**config.mk**
```make
export PLATFORM = sky130hd
export DESIGN_NAME = dvw_controller
export DESIGN_NICKNAME = d
export VERILOG_FILES = /design/src/hdl/dvw_pkg.sv /design/src/hdl/dvw_controller.sv
export SDC_FILE = /design/constraint.sdc
export NUM_CORES = 1
export LEC_CHECK = 0
export ABC_AREA = 1
export ABC_CLOCK_PERIOD_IN_PS = 1700
export BUFFER_PORTS_ARGS = -buffer_cell sky130_fd_sc_hd__buf_2
export CORE_UTILIZATION = 40
export CTS_BUF_LIST = sky130_fd_sc_hd__clkbuf_8
export DETAILED_ROUTE_END_ITERATION = 8
export HOLD_SLACK_MARGIN = 0.06
export RECOVER_POWER = 50
export SYNTH_ARGS = -nofsm -noshare
export SYNTH_HDL_FRONTEND = slang
export SYNTH_SLANG_ARGS = --single-unit
```
**constraint.sdc**
```tcl
create_clock -name clk -period 1.7 [get_ports clk]
set_input_delay 0.34 -clock clk [delete_from_list [all_inputs] [get_ports clk]]
set_output_delay 0.34 -clock clk [all_outputs]
set_load 0.005 [all_outputs]
```
**src/hdl/dvw_pkg.sv**
```systemverilog
// Shared types, codes and constants of the distinct-vectors watch propagator.
`timescale 1ns / 1ps
package dvw_pkg;

  localparam int MAX_LENGTH_DEFAULT = 64;
  localparam int CMD_W = 2;
  localparam int POS_W = 6;
  localparam int VAL_W = 32;
  localparam int CFG_W = 7;

  localparam logic [CMD_W-1:0] CMD_LOAD   = 2'd0;
  localparam logic [CMD_W-1:0] CMD_START  = 2'd1;
  localparam logic [CMD_W-1:0] CMD_UPDATE = 2'd2;

  typedef enum logic {
    RD_MINE  = 1'b0,
    RD_OTHER = 1'b1
  } rd_sel_t;

  typedef enum logic [2:0] {
    W_NONE   = 3'd0,
    W_CLEAR  = 3'd1,
    W_FIRST  = 3'd2,
    W_SECOND = 3'd3,
    W_MINE   = 3'd4
  } watch_op_t;

  typedef enum logic [1:0] {
    RES_ZERO    = 2'd0,
    RES_DEDUCE  = 2'd1,
    RES_RESOLVE = 2'd2
  } res_op_t;

  typedef struct packed {
    logic      accept;
    logic      store;
    rd_sel_t   rd_sel;
    logic      scan_go;
    watch_op_t watch_op;
    logic      finish;
    res_op_t   res_op;
  } dp_cmd_t;

  typedef struct packed {
    logic [CMD_W-1:0] item_cmd;
    logic             upd_hit;
    logic             probe_cw;
    logic             probe_osf;
    logic             scan_active;
    logic             scan_done;
    logic             scan_found;
  } dp_sts_t;

endpackage

```
**src/hdl/dvw_controller.sv**
```systemverilog
// Controller: sequences store, probe reads, sentinel scans and the result.
`timescale 1ns / 1ps
module dvw_controller (
  input  logic             clk,
  input  logic             rst,
  input  logic             start,
  output logic             busy,
  output dvw_pkg::dp_cmd_t ctl,
  input  dvw_pkg::dp_sts_t sts
);
  import dvw_pkg::*;

  typedef enum logic [10:0] {
    S_IDLE      = 11'b00000000001,
    S_STORE     = 11'b00000000010,
    S_RD_MINE   = 11'b00000000100,
    S_CHK_MINE  = 11'b00000001000,
    S_CHK_OTHER = 11'b00000010000,
    S_CHK_MINE2 = 11'b00000100000,
    S_SCAN_UPD  = 11'b00001000000,
    S_RD_OTHER  = 11'b00010000000,
    S_RESOLVE   = 11'b00100000000,
    S_SCAN1     = 11'b01000000000,
    S_SCAN2     = 11'b10000000000
  } state_t;

  state_t state;
  state_t state_next;

  always_ff @(posedge clk) begin
    if (rst) begin
      state <= S_IDLE;
    end else begin
      state <= state_next;
    end
  end

  assign busy = state != S_IDLE;

  always_comb begin
    state_next = state;
    ctl        = '0;
    case (state)
      S_IDLE: begin
        if (start) begin
          ctl.accept = 1'b1;
          state_next = S_STORE;
        end
      end
      S_STORE: begin
        ctl.store = 1'b1;
        case (sts.item_cmd)
          CMD_START: begin
            ctl.watch_op = W_CLEAR;
            ctl.scan_go  = 1'b1;
            state_next   = S_SCAN1;
          end
          CMD_UPDATE: begin
            if (sts.upd_hit) begin
              state_next = S_RD_MINE;
            end else begin
              ctl.finish = 1'b1;
              state_next = S_IDLE;
            end
          end
          default: begin
            ctl.finish = 1'b1;
            state_next = S_IDLE;
          end
        endcase
      end
      S_RD_MINE: begin
        ctl.rd_sel = RD_MINE;
        state_next = S_CHK_MINE;
      end
      S_CHK_MINE: begin
        if (!sts.probe_cw) begin
          ctl.scan_go = 1'b1;
          state_next  = S_SCAN_UPD;
        end else begin
          ctl.rd_sel = RD_OTHER;
          state_next = S_CHK_OTHER;
        end
      end
      S_CHK_OTHER: begin
        if (sts.probe_cw) begin
          ctl.finish = 1'b1;
          state_next = S_IDLE;
        end else begin
          ctl.rd_sel = RD_MINE;
          state_next = S_CHK_MINE2;
        end
      end
      S_CHK_MINE2: begin
        ctl.finish = 1'b1;
        ctl.res_op = sts.probe_osf ? RES_DEDUCE : RES_ZERO;
        state_next = S_IDLE;
      end
      S_SCAN_UPD: begin
        if (sts.scan_done) begin
          if (sts.scan_found) begin
            ctl.watch_op = W_MINE;
            ctl.finish   = 1'b1;
            state_next   = S_IDLE;
          end else begin
            state_next = S_RD_OTHER;
          end
        end
      end
      S_RD_OTHER: begin
        ctl.rd_sel = RD_OTHER;
        state_next = S_RESOLVE;
      end
      S_RESOLVE: begin
        ctl.finish = 1'b1;
        ctl.res_op = RES_RESOLVE;
        state_next = S_IDLE;
      end
      S_SCAN1: begin
        if (sts.scan_done) begin
          ctl.watch_op = W_FIRST;
          ctl.scan_go  = 1'b1;
          state_next   = S_SCAN2;
        end
      end
      S_SCAN2: begin
        if (sts.scan_done) begin
          ctl.watch_op = W_SECOND;
          ctl.finish   = 1'b1;
          state_next   = S_IDLE;
        end
      end
      default: begin
        state_next = S_IDLE;
      end
    endcase
  end

endmodule

```
# Word-level counts from Yosys, hierarchy flattened
# Index checks and enable logic that the tools add are counted.
# Widths: inputs -> output; s select.
dict set report totals {
  reg_bits 11
  latch_bits 0
  ram_bits 0
  rom_bits 0
  input_bits 11
  wordCells 49
  memories 0
}
dict set report classes {
  addsub 0
  mul 0
  div 0
  n_lt_le_gt_ge 0
  eq_ne 18
  n_shift 0
  n_mux 28
  n_bitwise 0
  n_reduce_logical 2
}
# op n
set ops {}
lappend ops {{$pmux 11 s9} 1}
lappend ops {{$mux 11} 4}
lappend ops {{$pmux 11 s2} 1}
lappend ops {{$mux 4} 4}
lappend ops {{$pmux 3 s4} 1}
lappend ops {{$eq 11x1->1 const B} 1}
lappend ops {{$eq 11x10->1 const B} 1}
lappend ops {{$eq 11x11->1 const B} 1}
lappend ops {{$eq 11x2->1 const B} 1}
lappend ops {{$eq 11x3->1 const B} 1}
lappend ops {{$eq 11x4->1 const B} 1}
lappend ops {{$eq 11x5->1 const B} 1}
lappend ops {{$eq 11x6->1 const B} 1}
lappend ops {{$eq 11x7->1 const B} 1}
lappend ops {{$eq 11x8->1 const B} 1}
lappend ops {{$eq 11x9->1 const B} 1}
lappend ops {{$ne 11x1->1 const B} 1}
lappend ops {{$mux 8} 1}
lappend ops {{$ne 2x2->1 const B} 4}
lappend ops {{$mux 1} 7}
lappend ops {{$mux 7} 1}
lappend ops {{$mux 3} 2}
lappend ops {{$mux 6} 1}
lappend ops {{$pmux 1 s5} 1}
lappend ops {{7 further kinds} 8}

# Longest topological paths before layout
dict set report depth {
  depth_word 3
  mapped_depth 10
}

# Least setup slack after synthesis
# No wires, ideal clock.
dict set report synth_timing {
  path_type {register -> output}
  start {reg state[0]}
  end {out ctl[2] (netlist bit)}
  arrival_time_ns 1.117
  t_required_ns 1.360
  slack_ns 0.243
  stages_incl_launch_ff 10
  n_path_buf 0
  cell_sequence {dfxtp_1 nor2_2 nand2_4 nor2_4 nand2_4 nor2_1 nand2_1 nand2_1 nor2_1 nand3_1}
}
# element line
set synth_rtl {}
lappend synth_rtl {{start: declaration} dvw_controller.sv:27} ;# state_t state;
lappend synth_rtl {{start signal: assignment} dvw_controller.sv:34} ;# state <= state_next;
lappend synth_rtl {{end: declaration} dvw_controller.sv:8} ;# output dvw_pkg::dp_cmd_t ctl,

==> results_dict.tcl <==
set metrics [dict create \
    cts_tree "done" \
    grt_pass1_vias 870 \
    cp_max_fo 6 \
    drtIter0Drc 40 \
    synth-adder-area-share_pct 0 \
    finalHoldViolCount 0 \
    num_rows 16 \
    power_frac_comb_pct 60.2 \
    violations "negative setup slack" \
    relSlewSlack_pct 80.0 \
    mostFrequentLayoutCells "inv_1 (25), nand2_1 (25), nor2_1 (22), buf_2 (19), buf_4 (13)" \
    drt-total-wl_um 2100 \
    rsz0062_at_grt "yes" \
    max-vdd-ir-drop_mv 0.601 \
    p_int_uw 894 \
    muxShareOfSynthArea_pct 0 \
    place_congestion 0.800 \
    detailedPlace.worstSlack_ns 0.0560 \
    ys_top_cells_by_area "dfxtp_1 (25%), nand2_1 (13%), inv_1 (11%), nor2_1 (11%), nand3_1 (7.9%)" \
    die_width_um 49.0 \
    netlist_instances 137 \
    grt_max_degree 10 \
    pwr-share-clk_pct 17.1 \
    die_area_mm2 0.00240 \
    initial_core_util_pct 43.6 \
    grt_pass1_wl_um 3490 \
    fin_tns_setup_ns -0.380 \
    clock_latency_ns 0.23 \
    cp-end-kind "primary output" \
    pin_count 22 \
    whs_ns 0.289 \
    min-delay-path-class "in2reg" \
    viasPerCell 4.51 \
    root_buffer "clkbuf_8" \
    power_density_mw_per_mm2 1140 \
    htree_levels 1 \
    synthXorXnorAreaFrac_pct 0 \
    synth_top_area_share_pct 25.0 \
    numCtsBuffers 3 \
    synth_top_family_by_area "simple AND/OR/NAND/NOR gates" \
    post-route-period-util_pct 106 \
    fillCellCount 181 \
    yosys.area_share.simple_pct 59.9 \
    yosysSeqAreaShare_pct 25.0 \
    regMostFlops "state" \
    reg2reg_to "state[4]" \
    route.detailed.drc 0 \
    cts.clk_slew.worst_paths_ns 0.05 \
    nNetsFinal 190 \
    dpl.hpwl_um 1520 \
    grt_usage_pct 18.8 \
    start_kind "flip-flop" \
    fin_ws_ns -0.103 \
    min_period_ns 1.80 \
    dp.cells 186 \
    skew_ns 0.00148 \
    worstMarginPinSlew_ns 0.299 \
    clock-sinks 11 \
    hold_start "rst" \
    io_buffers 20 \
    die_h_um 49.0 \
    largest_register_ffs 11 \
    yosys_warnings 0 \
    critPathRequiredTime_ns 1.36 \
    synth_compound_area_share_pct 3.26 \
    p_leak_nw 0.807 \
    diodes 0 \
    ys_types 20 \
    syn_avg_cell_area_um2 6.44 \
    final_util_pct 64.4 \
    switching_share_pct 40.0 \
    cap_viol_max_count 0 \
    drive_gt1_share_pct 45.5 \
    final_antenna_net_count 0 \
    setup_viol 8 \
    ff2ff_path_depth 10 \
    whs_path_depth 2 \
    top_regs "state (11)" \
    core_mm2 0.00202 \
    power.total_mw 1.49 \
    status "complete, but fails checks" \
    antenna_found_initial 0 \
    whs_endpoint "state[1]" \
    synth_area_um2 882 \
    slew_viol_final 0 \
    rr_startpoint "state[10]" \
    synth_fp_nets 148 \
    final_cells 205 \
    placed_area_mm2 0.00103 \
    gr-total-overflow 0 \
    critical_path_class "reg2out" \
    clk_path_buf_depth 2 \
    fmax_mhz 555 \
    cp.arrival_ns 1.46 \
    yosys.area.top_type "dfxtp_1" \
    sequentialPowerShare_pct 22.7 \
    p_switching_uw 597 \
    routed-via-count 924 \
    reg2reg_slack_ns 0.11 \
    synthToLayoutAreaGrowth_pct 47.7 \
    final_area_mm2 0.00130 \
    wl_per_cell_um 10.2 \
    ys_ff_latch 11 \
    dr.pass1.iters 4 \
]
-- logic make-up after synthesis --
group,count (synthesis)
AOI/OAI and AO/OA,3
and+or+nand+nor,95
DFF,11
buffers and inverters,28
-- final cells by class --
| class | instances | area, um^2 | area share (%) |
|---|---|---|---|
| clock buffers | 3 | 41.3 | 3.17 |
| clock inverters | 1 | 3.75 | 0.288 |
| inverters | 28 | 108 | 8.26 |
| multi-input cells | 98 | 624 | 47.9 |
| flip-flops and latches | 11 | 234 | 18.0 |
| well taps | 27 | 33.8 | 2.59 |
| repair buffers | 37 | 258 | 19.8 |
-- worst max path at each step --
stage             start      to  slack (ns)  depth (start not counted)
2_1_floorplan  state[0]  ctl[2]        0.24                          9
3_3_place_gp   state[0]  ctl[2]        0.09                         10
3_5_place_dp   state[6]  ctl[2]        0.06                         10
4_1_cts        state[1]  ctl[2]        -0.1                         10
5_1_grt        state[9]  ctl[2]       -0.21                         10
6_report       state[9]  ctl[2]       -0.10                          9
-- synthesized netlist by cell type --
master and instances:
nand3_1 14, nand3b_1 2, a21oi_1 1, nand3_2 1, nor2_4 4, nand4_1 1
nor2_2 2, nor3_1 3, inv_1 25, dfxtp_1 11, nand2_4 6, inv_2 2
nor2_8 2, nand2_2 3, nand2_1 31, nor2_1 25, nand3_4 1, o21ai_0 1
clkinv_1 1, a21boi_4 1
-- critical path, cell delays in order (launching register included) --
cell and delay, ns:
dfxtp_4 0.36, nor2_4 0.13, nand2_4 0.08, buf_12 0.13
nor2_8 0.13, nand3_1 0.12, nand2_2 0.09, nor2_2 0.04
nand3_1 0.05, buf_2 0.11
-- what timing repair did --
item,in CTS,in global routing
gates resized for setup,22,12
pin swaps,10,11
buffers inserted,8,7
gates cloned,0,0
endpoints found under the setup margin,7,10
hold buffers,0,0
-- per-layer routing --
metal  GRT usage (%)  wire length (um)  vias up
li1                -                 -      494
met1            23.2              1010      400
met2            31.3               975       28
met3            4.67               105        2
met4            6.86                 9        0
met5               0                 0        -
-- power by group through the flow --
stage          Sequential [mW]  Combinational, mW  Clock, mW
6_report                 0.339              0.897      0.255
5_1_grt                  0.343              0.971      0.274
4_1_cts                  0.335              0.760      0.263
3_5_place_dp             0.333              0.626          0
3_3_place_gp             0.330              0.625          0
2_1_floorplan            0.326              0.488          0
(Power assumes the default switching activity.)
